$ cat config.mk
export PLATFORM = sky130hd
export DESIGN_NAME = varint_zigzag_decoder_core
export DESIGN_NICKNAME = d
export VERILOG_FILES = /design/src/rtl/vzd_pkg.sv /design/src/rtl/vzd_front.sv /design/src/rtl/vzd_queue.sv /design/src/rtl/vzd_back.sv /design/src/rtl/varint_zigzag_decoder_core.sv
export SDC_FILE = /design/constraint.sdc
export NUM_CORES = 1
export LEC_CHECK = 0
export BUFFER_PORTS_ARGS = -buffer_cell sky130_fd_sc_hd__buf_2
export CORE_MARGIN = 8
export CORE_UTILIZATION = 35
export CTS_CLUSTER_DIAMETER = 100
export CTS_CLUSTER_SIZE = 24
export DETAILED_ROUTE_END_ITERATION = 8
export GPL_TIMING_DRIVEN = 0
export PLACE_DENSITY = 0.58
export SYNTH_ARGS = -nofsm -noshare
export SYNTH_HDL_FRONTEND = slang
export SYNTH_SLANG_ARGS = --single-unit
export TNS_END_PERCENT = 20
$ cat constraint.sdc
create_clock -name i_clk -period 10.8 [get_ports i_clk]
set_input_delay 1.62 -clock i_clk [delete_from_list [all_inputs] [get_ports i_clk]]
set_output_delay 1.62 -clock i_clk [all_outputs]
set_load 0.01 [all_outputs]
$ cat src/rtl/vzd_pkg.sv
// Shared types and codes for the varint and zigzag decoder.
package vzd_pkg;

    // Input item kinds.
    localparam logic [1:0] KIND_DATA  = 2'd0;
    localparam logic [1:0] KIND_START = 2'd1;
    localparam logic [1:0] KIND_END   = 2'd2;

    // Value kinds.
    localparam logic [1:0] VK_U32 = 2'd0;
    localparam logic [1:0] VK_U64 = 2'd1;
    localparam logic [1:0] VK_S64 = 2'd2;

    // Result status codes.
    localparam logic [1:0] ST_OK    = 2'd0;
    localparam logic [1:0] ST_TRUNC = 2'd1;
    localparam logic [1:0] ST_OVER  = 2'd2;

    localparam int unsigned GROUP_BITS   = 7;
    localparam int unsigned CONT_BIT     = 7;
    localparam logic [7:0]  LAST32_LIMIT = 8'h0f;
    localparam logic [7:0]  LAST64_LIMIT = 8'h01;
    localparam logic [3:0]  LAST32_INDEX = 4'd4;
    localparam logic [3:0]  LAST64_INDEX = 4'd9;

    typedef enum logic [1:0] {
        OP_DATA,
        OP_START,
        OP_END
    } t_op;

    typedef struct packed {
        t_op        op;
        logic [1:0] value_kind;
        logic [7:0] data_byte;
    } t_item;

endpackage

$ cat src/rtl/vzd_front.sv
// Front end: accepts input transactions, classifies them and feeds the queue.
module vzd_front
    import vzd_pkg::*;
(
    input  logic       i_valid,
    output logic       o_stall,
    input  logic [1:0] i_kind,
    input  logic [7:0] i_data_byte,
    input  logic [1:0] i_value_kind,
    input  logic       i_queue_full,
    output logic       o_push,
    output t_item      o_item
);

    logic w_accept;
    logic w_known;

    assign o_stall  = i_queue_full;
    assign w_accept = i_valid && !i_queue_full;

    always_comb begin
        w_known           = 1'b1;
        o_item.op         = OP_DATA;
        o_item.data_byte  = i_data_byte;
        // An unused value kind code is handled as unsigned 64-bit.
        o_item.value_kind = (i_value_kind == VK_U32 || i_value_kind == VK_S64) ?
                            i_value_kind : VK_U64;
        case (i_kind)
            KIND_DATA:  o_item.op = OP_DATA;
            KIND_START: o_item.op = OP_START;
            KIND_END:   o_item.op = OP_END;
            default:    w_known = 1'b0;
        endcase
    end

    // Transactions of an unknown kind are taken and dropped here.
    assign o_push = w_accept && w_known;

endmodule

$ cat src/rtl/vzd_queue.sv
// Short queue that decouples the front end from the decode back end.
module vzd_queue
    import vzd_pkg::*;
#(
    parameter int unsigned DEPTH = 4
)
(
    input  logic  i_clk,
    input  logic  i_rst_n,
    input  logic  i_push,
    input  t_item i_item,
    input  logic  i_pop,
    output logic  o_valid,
    output logic  o_full,
    output t_item o_item
);

    localparam int unsigned PTR_W = $clog2(DEPTH);
    localparam int unsigned CNT_W = $clog2(DEPTH + 1);

    t_item            r_mem [DEPTH];
    logic [PTR_W-1:0] r_wptr, n_wptr;
    logic [PTR_W-1:0] r_rptr, n_rptr;
    logic [CNT_W-1:0] r_count, n_count;
    logic             w_pop;

    assign o_valid = (r_count != '0);
    assign o_full  = (r_count == CNT_W'(DEPTH));
    assign o_item  = r_mem[r_rptr];
    assign w_pop   = i_pop && o_valid;

    always_comb begin
        n_wptr  = r_wptr;
        n_rptr  = r_rptr;
        if (i_push) begin
            n_wptr = (r_wptr == PTR_W'(DEPTH - 1)) ? '0 : r_wptr + 1'b1;
        end
        if (w_pop) begin
            n_rptr = (r_rptr == PTR_W'(DEPTH - 1)) ? '0 : r_rptr + 1'b1;
        end
        n_count = r_count + CNT_W'(i_push) - CNT_W'(w_pop);
    end

    always_ff @(posedge i_clk) begin
        if (!i_rst_n) begin
            r_wptr  <= '0;
            r_rptr  <= '0;
            r_count <= '0;
        end else begin
            r_wptr  <= n_wptr;
            r_rptr  <= n_rptr;
            r_count <= n_count;
        end
    end

    always_ff @(posedge i_clk) begin
        if (i_push) begin
            r_mem[r_wptr] <= i_item;
        end
    end

    a_count_bound: assert property (@(posedge i_clk) disable iff (!i_rst_n)
        r_count <= CNT_W'(DEPTH))
        else $error("queue occupancy beyond its depth");

    a_no_push_full: assert property (@(posedge i_clk) disable iff (!i_rst_n)
        o_full |-> !i_push)
        else $error("write into a full queue");

    a_count_track: assert property (@(posedge i_clk) disable iff (!i_rst_n)
        1'b1 |=> r_count == $past(r_count) + CNT_W'($past(i_push)) - CNT_W'($past(w_pop)))
        else $error("queue occupancy does not follow writes and reads");

endmodule

$ cat src/rtl/vzd_back.sv
// Back end: assembles varints, undoes zigzag, tracks errors and holds the result register.
module vzd_back
    import vzd_pkg::*;
(
    input  logic        i_clk,
    input  logic        i_rst_n,
    input  logic        i_item_valid,
    input  t_item       i_item,
    output logic        o_pop,
    output logic        o_valid,
    input  logic        i_stall,
    output logic [63:0] o_decoded_value,
    output logic [1:0]  o_status,
    output logic [3:0]  o_byte_length
);

    logic [63:0] r_acc, n_acc;
    logic [3:0]  r_count, n_count;
    logic [1:0]  r_kind, n_kind;
    logic        r_in_progress, n_in_progress;
    logic [1:0]  r_error, n_error;
    logic        r_out_valid, n_out_valid;
    logic [63:0] r_out_value, n_out_value;
    logic [1:0]  r_out_status, n_out_status;
    logic [3:0]  r_out_length, n_out_length;

    logic [63:0] w_base_acc;
    logic [3:0]  w_base_count;
    logic [1:0]  w_cur_kind;
    logic        w_wide;
    logic        w_over;
    logic [6:0]  w_shift;
    logic [63:0] w_group;
    logic [63:0] w_acc_new;
    logic [63:0] w_value;

    assign o_pop = i_item_valid && (!r_out_valid || !i_stall);

    // A varint's first byte starts from a clean accumulator and takes its value kind.
    assign w_base_acc   = r_in_progress ? r_acc   : '0;
    assign w_base_count = r_in_progress ? r_count : '0;
    assign w_cur_kind   = r_in_progress ? r_kind  : i_item.value_kind;
    assign w_wide       = (w_cur_kind != VK_U32);

    assign w_over = (!w_wide && w_base_count == LAST32_INDEX &&
                     i_item.data_byte > LAST32_LIMIT) ||
                    (w_wide && w_base_count == LAST64_INDEX &&
                     i_item.data_byte > LAST64_LIMIT);

    assign w_shift   = {3'b000, w_base_count} * 7'(GROUP_BITS);
    assign w_group   = {57'd0, i_item.data_byte[GROUP_BITS-1:0]} << w_shift[5:0];
    assign w_acc_new = w_base_acc | w_group;
    assign w_value   = (w_cur_kind == VK_S64) ?
                       ((w_acc_new >> 1) ^ {64{w_acc_new[0]}}) : w_acc_new;

    always_comb begin
        n_acc         = r_acc;
        n_count       = r_count;
        n_kind        = r_kind;
        n_in_progress = r_in_progress;
        n_error       = r_error;
        n_out_valid   = r_out_valid && i_stall;
        n_out_value   = r_out_value;
        n_out_status  = r_out_status;
        n_out_length  = r_out_length;

        if (o_pop) begin
            case (i_item.op)
                OP_START: begin
                    n_acc         = '0;
                    n_count       = '0;
                    n_kind        = VK_U32;
                    n_in_progress = 1'b0;
                    n_error       = ST_OK;
                end
                OP_END: begin
                    if (r_error == ST_OK && r_in_progress) begin
                        n_out_valid   = 1'b1;
                        n_out_value   = '0;
                        n_out_status  = ST_TRUNC;
                        n_out_length  = r_count;
                        n_acc         = '0;
                        n_count       = '0;
                        n_kind        = VK_U32;
                        n_in_progress = 1'b0;
                        n_error       = ST_TRUNC;
                    end
                end
                OP_DATA: begin
                    if (r_error == ST_OK) begin
                        if (w_over) begin
                            n_out_valid   = 1'b1;
                            n_out_value   = '0;
                            n_out_status  = ST_OVER;
                            n_out_length  = w_base_count + 4'd1;
                            n_acc         = '0;
                            n_count       = '0;
                            n_kind        = VK_U32;
                            n_in_progress = 1'b0;
                            n_error       = ST_OVER;
                        end else if (!i_item.data_byte[CONT_BIT]) begin
                            n_out_valid   = 1'b1;
                            n_out_value   = w_value;
                            n_out_status  = ST_OK;
                            n_out_length  = w_base_count + 4'd1;
                            n_acc         = '0;
                            n_count       = '0;
                            n_kind        = VK_U32;
                            n_in_progress = 1'b0;
                        end else begin
                            n_acc         = w_acc_new;
                            n_count       = w_base_count + 4'd1;
                            n_kind        = w_cur_kind;
                            n_in_progress = 1'b1;
                        end
                    end
                end
                default: begin
                    n_in_progress = r_in_progress;
                end
            endcase
        end
    end

    always_ff @(posedge i_clk) begin
        if (!i_rst_n) begin
            r_acc         <= '0;
            r_count       <= '0;
            r_kind        <= VK_U32;
            r_in_progress <= 1'b0;
            r_error       <= ST_OK;
            r_out_valid   <= 1'b0;
        end else begin
            r_acc         <= n_acc;
            r_count       <= n_count;
            r_kind        <= n_kind;
            r_in_progress <= n_in_progress;
            r_error       <= n_error;
            r_out_valid   <= n_out_valid;
        end
    end

    always_ff @(posedge i_clk) begin
        r_out_value  <= n_out_value;
        r_out_status <= n_out_status;
        r_out_length <= n_out_length;
    end

    assign o_valid         = r_out_valid;
    assign o_decoded_value = r_out_value;
    assign o_status        = r_out_status;
    assign o_byte_length   = r_out_length;

    a_busy_no_error: assert property (@(posedge i_clk) disable iff (!i_rst_n)
        r_in_progress |-> r_error == ST_OK)
        else $error("varint in progress while the error latch is set");

    a_count_bound: assert property (@(posedge i_clk) disable iff (!i_rst_n)
        r_in_progress |-> (r_kind == VK_U32) ? (r_count <= LAST32_INDEX)
                                             : (r_count <= LAST64_INDEX))
        else $error("partial varint longer than its kind allows");

    a_error_zero: assert property (@(posedge i_clk) disable iff (!i_rst_n)
        r_out_valid && r_out_status != ST_OK |-> r_out_value == '0)
        else $error("error result carries a non-zero value");

    a_start_clears: assert property (@(posedge i_clk) disable iff (!i_rst_n)
        o_pop && i_item.op == OP_START |=> !r_in_progress && r_error == ST_OK)
        else $error("start transaction did not clear the decoder");

endmodule

$ cat src/rtl/varint_zigzag_decoder_core.sv
// Top level of the LEB128 varint decoder with zigzag undo.
// Throughput: one input transaction per cycle while the queue is not full; the queue
// fills only while i_stall holds a pending result. Each item passes through the queue,
// and a result is registered in the back end once its last byte is popped.
// o_stall rises only when the QUEUE_DEPTH-entry queue is full (output held stalled).
// Synchronous active-low reset empties the queue, clears the partial varint and the
// error latch, and drops any pending result.
module varint_zigzag_decoder_core
    import vzd_pkg::*;
#(
    parameter int unsigned QUEUE_DEPTH = 4
)
(
    input  logic        i_clk,
    input  logic        i_rst_n,
    input  logic        i_valid,
    output logic        o_stall,
    input  logic [1:0]  i_kind,
    input  logic [7:0]  i_data_byte,
    input  logic [1:0]  i_value_kind,
    output logic        o_valid,
    input  logic        i_stall,
    output logic [63:0] o_decoded_value,
    output logic [1:0]  o_status,
    output logic [3:0]  o_byte_length
);

    logic  w_push;
    logic  w_full;
    logic  w_q_valid;
    logic  w_pop;
    t_item w_push_item;
    t_item w_head_item;

    vzd_front u_front (
        .i_valid      (i_valid),
        .o_stall      (o_stall),
        .i_kind       (i_kind),
        .i_data_byte  (i_data_byte),
        .i_value_kind (i_value_kind),
        .i_queue_full (w_full),
        .o_push       (w_push),
        .o_item       (w_push_item)
    );

    vzd_queue #(
        .DEPTH (QUEUE_DEPTH)
    ) u_queue (
        .i_clk   (i_clk),
        .i_rst_n (i_rst_n),
        .i_push  (w_push),
        .i_item  (w_push_item),
        .i_pop   (w_pop),
        .o_valid (w_q_valid),
        .o_full  (w_full),
        .o_item  (w_head_item)
    );

    vzd_back u_back (
        .i_clk           (i_clk),
        .i_rst_n         (i_rst_n),
        .i_item_valid    (w_q_valid),
        .i_item          (w_head_item),
        .o_pop           (w_pop),
        .o_valid         (o_valid),
        .i_stall         (i_stall),
        .o_decoded_value (o_decoded_value),
        .o_status        (o_status),
        .o_byte_length   (o_byte_length)
    );

endmodule

* Word level (Yosys, flattened, before mapping)
Memory sizes are Yosys's and may differ from the RTL's. A register that Yosys moved wholly into a read port is not among the register bits.
Cells that the tools add are included.
** Storage, ports and cells
- Logic and storage cells :: 124
- Bits in registers :: 151
- Memory bits (writable) :: 48
- Memories :: 1
** Cells by class
- Multipliers :: 1
- $lt $le $gt $ge :: 2
- Add/subtract/negate cells :: 5
- Eq/ne operators :: 15
- Reductions and logical operators :: 29
- Mux-type cells :: 56
- Bitwise operators :: 2
- Shifts and indexed selects :: 1
** Memories
- u_queue.r_mem :: depth 4, bits a word 12, rd ports 1, clocked after Yosys merged registers in 1, wr ports 1, line vzd_queue.sv:21 : t_item r_mem [DEPTH];
** Operators by type and width (count)
- 64-bit 2-to-1 mux :: 9
- 64-bit case mux with 3 select lines :: 1
- 64-bit case mux with 2 select lines :: 1
- 64-bit bitwise OR :: 1
- 7-bit by 6-bit left shift with 64-bit output :: 1
- 63-bit by 64-bit bitwise XOR with 64-bit output :: 1
- 4-bit 2-to-1 mux :: 9
- 2-bit 2-to-1 mux :: 16
- 2-bit == test, second input constant :: 6
- 1-bit 2-to-1 mux :: 12
- 2-bit case mux with 3 select lines :: 2
- 4-bit case mux with 3 select lines :: 1
- 1-bit logical AND :: 10
- 5-bit AND reduction :: 2
- 8-bit by 1-bit > comparator with 1-bit output, second input constant :: 1
- 8-bit by 4-bit > comparator with 1-bit output, second input constant :: 1
- 2-bit zero test :: 4
- 2-bit case mux with 2 select lines :: 2
- 4-bit case mux with 2 select lines :: 1
- 4-bit by 3-bit multiplier with 6-bit output, second input constant :: 1
- 2-bit by 1-bit != test with 1-bit output, second input constant :: 3
- 3-bit nonzero test :: 2
- 2-bit by 1-bit adder with 2-bit output, second input constant :: 2
- 4-bit by 1-bit adder with 4-bit output, second input constant :: 1
- 14 further kinds :: 21

* Logic depth before layout (Yosys ltp)
- Depth after elaboration :: 10
- Mapped depth :: 18

* Modules after synthesis
A second synthesis with hierarchy kept.
** Unflattened totals
- Cells, all modules :: 959
- Area, all modules :: 10463.8 um2
** By module, submodules not included
- vzd_back :: area an instance 8125.3 um2, cells each 836, instances 1, sequential area each 3583.4 um2
- vzd_queue :: area an instance 2229.6 um2, cells each 108, instances 1, sequential area each 1621.6 um2
- vzd_front :: area an instance 108.9 um2, cells each 15, instances 1, sequential area each 0.0 um2

* Worst setup path after synthesis
Ideal clock, no wire load.
- Path type :: register to register
- Start :: register u_back.r_in_progress
- End :: register u_back.r_out_length[0], in the netlist u_back.o_byte_length[0] (enable)
- Data arrival time :: 7.595 ns
- Path buffers :: 5
- Setup slack :: 2.600 ns
- Cell stages (with the launch flop) :: 13
- Cell sequence :: dfxtp_1 > buf_2 > clkbuf_1 > buf_1 > clkbuf_1 > nand2_1 > inv_1 > ha_1 > and2_1 > a31oi_2 > and2_1 > clkbuf_1 > a211oi_1
** On the way
- Longest elaborated chain between the ends :: 8
- Elaborated cells on any way between the ends :: 15
** Ends and longest elaborated chain
- from (decl) :: line vzd_back.sv:20 : logic r_in_progress, n_in_progress;
- from (signal assigned) :: line vzd_back.sv:137 : r_in_progress <= n_in_progress;
- 2-bit 2-to-1 mux :: line vzd_back.sv:42 : assign w_cur_kind = r_in_progress ? r_kind : i_item.value_kind;
- 2-bit nonzero test :: line vzd_back.sv:43 : assign w_wide = (w_cur_kind != VK_U32);
- 1-bit zero test :: line vzd_back.sv:45 : assign w_over = (!w_wide && w_base_count == LAST32_INDEX &&
- 1-bit logical AND (2 in series) :: line vzd_back.sv:45
- 1-bit logical OR :: line vzd_back.sv:46 : i_item.data_byte > LAST32_LIMIT) ||
- 3-bit != test (no line)
- 5-bit AND reduction (no line) *
- to (signal assigned) :: line vzd_back.sv:146 : r_out_length <= n_out_length;
- to (decl) :: line vzd_back.sv:25 : logic [3:0] r_out_length, n_out_length;
Mark *: on every way between the ends. The rest lies on a longest branch, timed or not.
A chain may end at the register's enable or synchronous reset.

* Final worst setup path
- Start :: register u_back.r_in_progress
- End :: register u_back.r_out_value[62], in the netlist u_back.o_decoded_value[62] (data pin)
** On the way
- Longest elaborated chain between the ends :: 10
- Elaborated cells on any way between the ends :: 22
** Ends and longest elaborated chain
- 4-bit 2-to-1 mux :: line vzd_back.sv:41 : assign w_base_count = r_in_progress ? r_count : '0;
- 4-bit by 3-bit multiplier with 6-bit output :: line vzd_back.sv:50 : assign w_shift = {3'b000, w_base_count} * 7'(GROUP_BITS);
- 7-bit by 6-bit left shift with 64-bit output :: line vzd_back.sv:51 : assign w_group = {57'd0, i_item.data_byte[GROUP_BITS-1:0]} << w_shift[5:0];
- 64-bit bitwise OR :: line vzd_back.sv:52 : assign w_acc_new = w_base_acc | w_group;
- 63-bit by 64-bit bitwise XOR with 64-bit output :: line vzd_back.sv:54 : ((w_acc_new >> 1) ^ {64{w_acc_new[0]}}) : w_acc_new;
- 64-bit 2-to-1 mux :: line vzd_back.sv:53 : assign w_value = (w_cur_kind == VK_S64) ?
- 64-bit 2-to-1 mux :: line vzd_back.sv:101 : end else if (!i_item.data_byte[CONT_BIT]) begin
- 64-bit 2-to-1 mux * :: line vzd_back.sv:91 : if (w_over) begin
- 64-bit 2-to-1 mux * :: line vzd_back.sv:90 : if (r_error == ST_OK) begin
- 64-bit case mux with 2 select lines * :: line vzd_back.sv:68 : case (i_item.op)
- to (signal assigned) :: line vzd_back.sv:144 : r_out_value <= n_out_value;
- to (decl) :: line vzd_back.sv:23 : logic [63:0] r_out_value, n_out_value;
Mark *: on every way between the ends. The rest lies on a longest branch, timed or not. The select of a mux whose other input is x is not followed.

==> metrics.md <==
| Metric | Value |
|---|---|
| CP Max Fanout | 10 |
| IO Pins | 88 |
| Non-filler cells, final | 1563 |
| Clk sinks | 201 |
| Antenna Diode Count | 0 |
| Cells after DPL | 1543 |
| Worst-Margin Slew | 1390 ps |
| DR DRC count | 0 |
| Static Leakage | 0.00419 uW |
| Skew final | 26.9 ps |
| XOR/XNOR Fraction of Synth Area | 2.34% |
| Net Switching | 1130 uW |
| Synth warn | 0 |
| CP cell instances | buf_2 > clkbuf_1 > buf_1 > clkbuf_1 > nand2_1 > inv_1 > fa_1 > ha_1 > fa_1 > xnor2_1 > and4_1 > o21ai_2 > nand3_1 > clkbuf_1 > nor2_1 > a2111oi_0 |
| Number of synthesized flops with an enable pin | 118 |
| Seq pwr share | 37.4% |
| Max-slew violation count | 0 |
| Root Driver | clkbuf_16 |
| Cell Area, Synth | 0.0108 mm^2 |
| Worst Setup End Kind | flop |
| Initial core utilization | 35.5% |
| Post-DP HPWL | 27000 um |
| Syn_nets | 1093 |
| CTS tree | built |
| Synth Area in Compound Gates | 21.9% |
| Combinational fraction of design power | 44.7% |
| Tmin final | 6820 ps |
| Min Hold Slack | 454 ps |
| Placed cell area | 0.0118 mm^2 |
| Largest family of logic cells by synthesized area | compound AO/OA/AOI/OAI gates |
| Core box area | 0.0305 mm^2 |
| Hold Fails Final Rpt | 0 |
| CP max stage delay | 690 ps |
| Chip Height | 192 um |
| Buf+Inv Stages, Crit Path | 6 |
| Synth Area in Adders | 2.77% |
| Synth Register Bits | 201 |
| CP max-delay cell | clkbuf_1 |
| GRT overflow | 0 |
| Vias in the first global route | 8723 |
| Arr. time, crit path | 7030 ps |
| Kind of critical path | reg2reg |
| Pwr/cell area | 224 mW/mm^2 |
| Async SR Flop Fraction | 0% |
| Slew HR | 7.20% |
| Initial antenna violation count | 1 |
| Outcome | finished clean |
| Nets | 1198 |
| Syn avg cell area | 10.3 um^2 |
| Vias post-DR | 9120 |
| Tot Pwr | 2740 uW |
| CP Launch Type | flop |
| Die area | 0.0368 mm^2 |
| Cts repair resizes | 0 |
| GP Congestion | 0.963 |
| Post-CTS Setup Inserts | 0 |
| Avg WL per Cell | 22.8 um |
| Max cap viols | 0 |
| Clk Latency, worst-skew pair | 490 ps |
| CTS Buffer Depth | 3 |
| Gate Count Post-Synth | 1056 |
| Worst-path clk slew | 100 ps |
| VDD IR max | 0.130 mV |
| Commonest non-fill, non-tap cells in the layout | nand2_1, edfxtp_1, buf_2 |
| H-tree levels | 1 |
| Simple-gate share of the synthesized area | 15.5% |
| Fin crit share | 63.2% |
| Syn-to-layout area delta | 12.6% |
| Crit-path leading delay family | buffers and inverters |
| Vias per cell | 5.83 |
| Total Routed Length | 35600 um |
| Fmax achieved | 147 MHz |
| Most common cell after layout, fill and taps aside | nand2_1 |
| Finished Cell Area | 0.0122 mm^2 |
| Total GRT Usage | 18.8% |
| Commonest register cell after synthesis | edfxtp_1 |
| Site Rows | 64 |
| Internal power | 1610 uW |
| Critical Path Most Common Cell | clkbuf_1 |
| Largest net degree at the start of global routing | 26 |
| Worst Hold Class | reg2reg |
| RSZ-0062 raised after global routing | false |
| Finished Core Util | 40.0% |
| Switching Share | 41.2% |
| DRT iter0 DRCs | 864 |
| Clock power share | 17.8% |
| I/O Buffers | 87 |
| First-pass GRT wire length | 53200 um |
| Final ANT Viol Nets | 0 |
| CP required | 11010 ps |
| Synth cell types | 88 |
| Sequential fraction of the synthesis area | 48.1% |
| TritonCTS buffer count | 12 |
| DIE WIDTH | 192 um |
| Share of cells above drive strength 1 | 15.8% |
| Post-CTS Hold Fix Bufs | 0 |
| Post-synthesis mux area share | 5.22% |
| First-pass DRT Iterations | 6 |
| # setup viols final | 0 |
[per-stage QoR]
step                      TNS (ps)  setup slack (ps)
after floorplan                  0              2600
after global placement      -95910             -1370
after detailed placement         0              4100
after CTS                        0              4090
after global routing             0              3560
final                            0              3980
[cell type report]
class	instances	area, um^2
buffer	78	387
clock buffer	17	344
clock inverter	3	21.3
fill	3047	18300
inverter	20	75.1
multi-input combinational	757	5180
sequential	201	5200
tap	396	495
timing repair buffer	91	495
[kinds of logic after synthesis]
kind of cell,after synthesis
AO/OA/AOI/OAI,317
XOR/XNOR,29
buffers and inverters,98
adder cells (fa/ha/maj),21
AND/OR/NAND/NOR,344
multiplexers,46
flip-flops,201
[synthesized netlist by cell type (all sizes together) (11+ instances only)]
library cell	n	area [um^2]
ha	16	200
a22o	12	114
mux2i	34	340
o31ai	13	108
o211ai	16	125
a21o	11	90.1
a22oi	31	238
a21boi	16	120
a21oi	36	180
clkbuf	45	169
a211oi	24	180
nor2	51	199
dfxtp	83	1660
o21ai	70	365
xnor2	26	228
buf	33	218
a32o	12	120
and2	31	194
edfxtp	118	3540
nor2b	20	125
nand2	127	487
inv	18	67.6
nand3	44	220
nor3	22	115
a32oi	18	165
[power by group through the flow]
stage | Combinational (uW) | Sequential (uW) | Clock, uW
after floorplan | 716 | 1120 | 0
after global routing | 1320 | 1040 | 521
final | 1220 | 1020 | 488
after CTS | 1220 | 1030 | 504
after detailed placement | 1220 | 1040 | 0
after global placement | 1180 | 1080 | 0
[registers in the layout (all words and copies together), names as in the netlist, named ones only]
name	count
u_queue.r_rptr	2
u_back.o_valid	1
u_back.o_decoded_value	64
u_back.r_count	4
u_back.r_kind	2
u_queue.r_wptr	2
u_back.o_status	2
u_queue.r_mem	48
u_back.r_error	2
u_queue.r_count	3
u_back.r_acc	64
u_back.r_in_progress	1
u_back.o_byte_length	4
[path summary, 6_finish.rpt]
path	startpoint	to	slack [ps]	cells past startpoint
max	u_back.r_in_progress	u_back.o_decoded_value[62]	3980	16
min reg2reg	u_back.r_acc[38]	u_back.r_acc[38]	450	2
min	u_back.r_acc[38]	u_back.r_acc[38]	450	2
max reg2reg	u_back.r_in_progress	u_back.o_decoded_value[62]	3980	16
[routing by layer]
| layer | global-route usage, % | wire length (um) |
|---|---|---|
| met5 | 0 | 16 |
| met4 | 8.61 | 1790 |
| met3 | 2.78 | 2760 |
| met2 | 29.7 | 15800 |
| met1 | 25.0 | 15300 |
[tightest hold or removal path, cell delays in order (launching register included)]
cell,delay (ps)
dfxtp_1,320
nand2_1,50
o21ai_1,50
(Power assumes the default switching activity.)
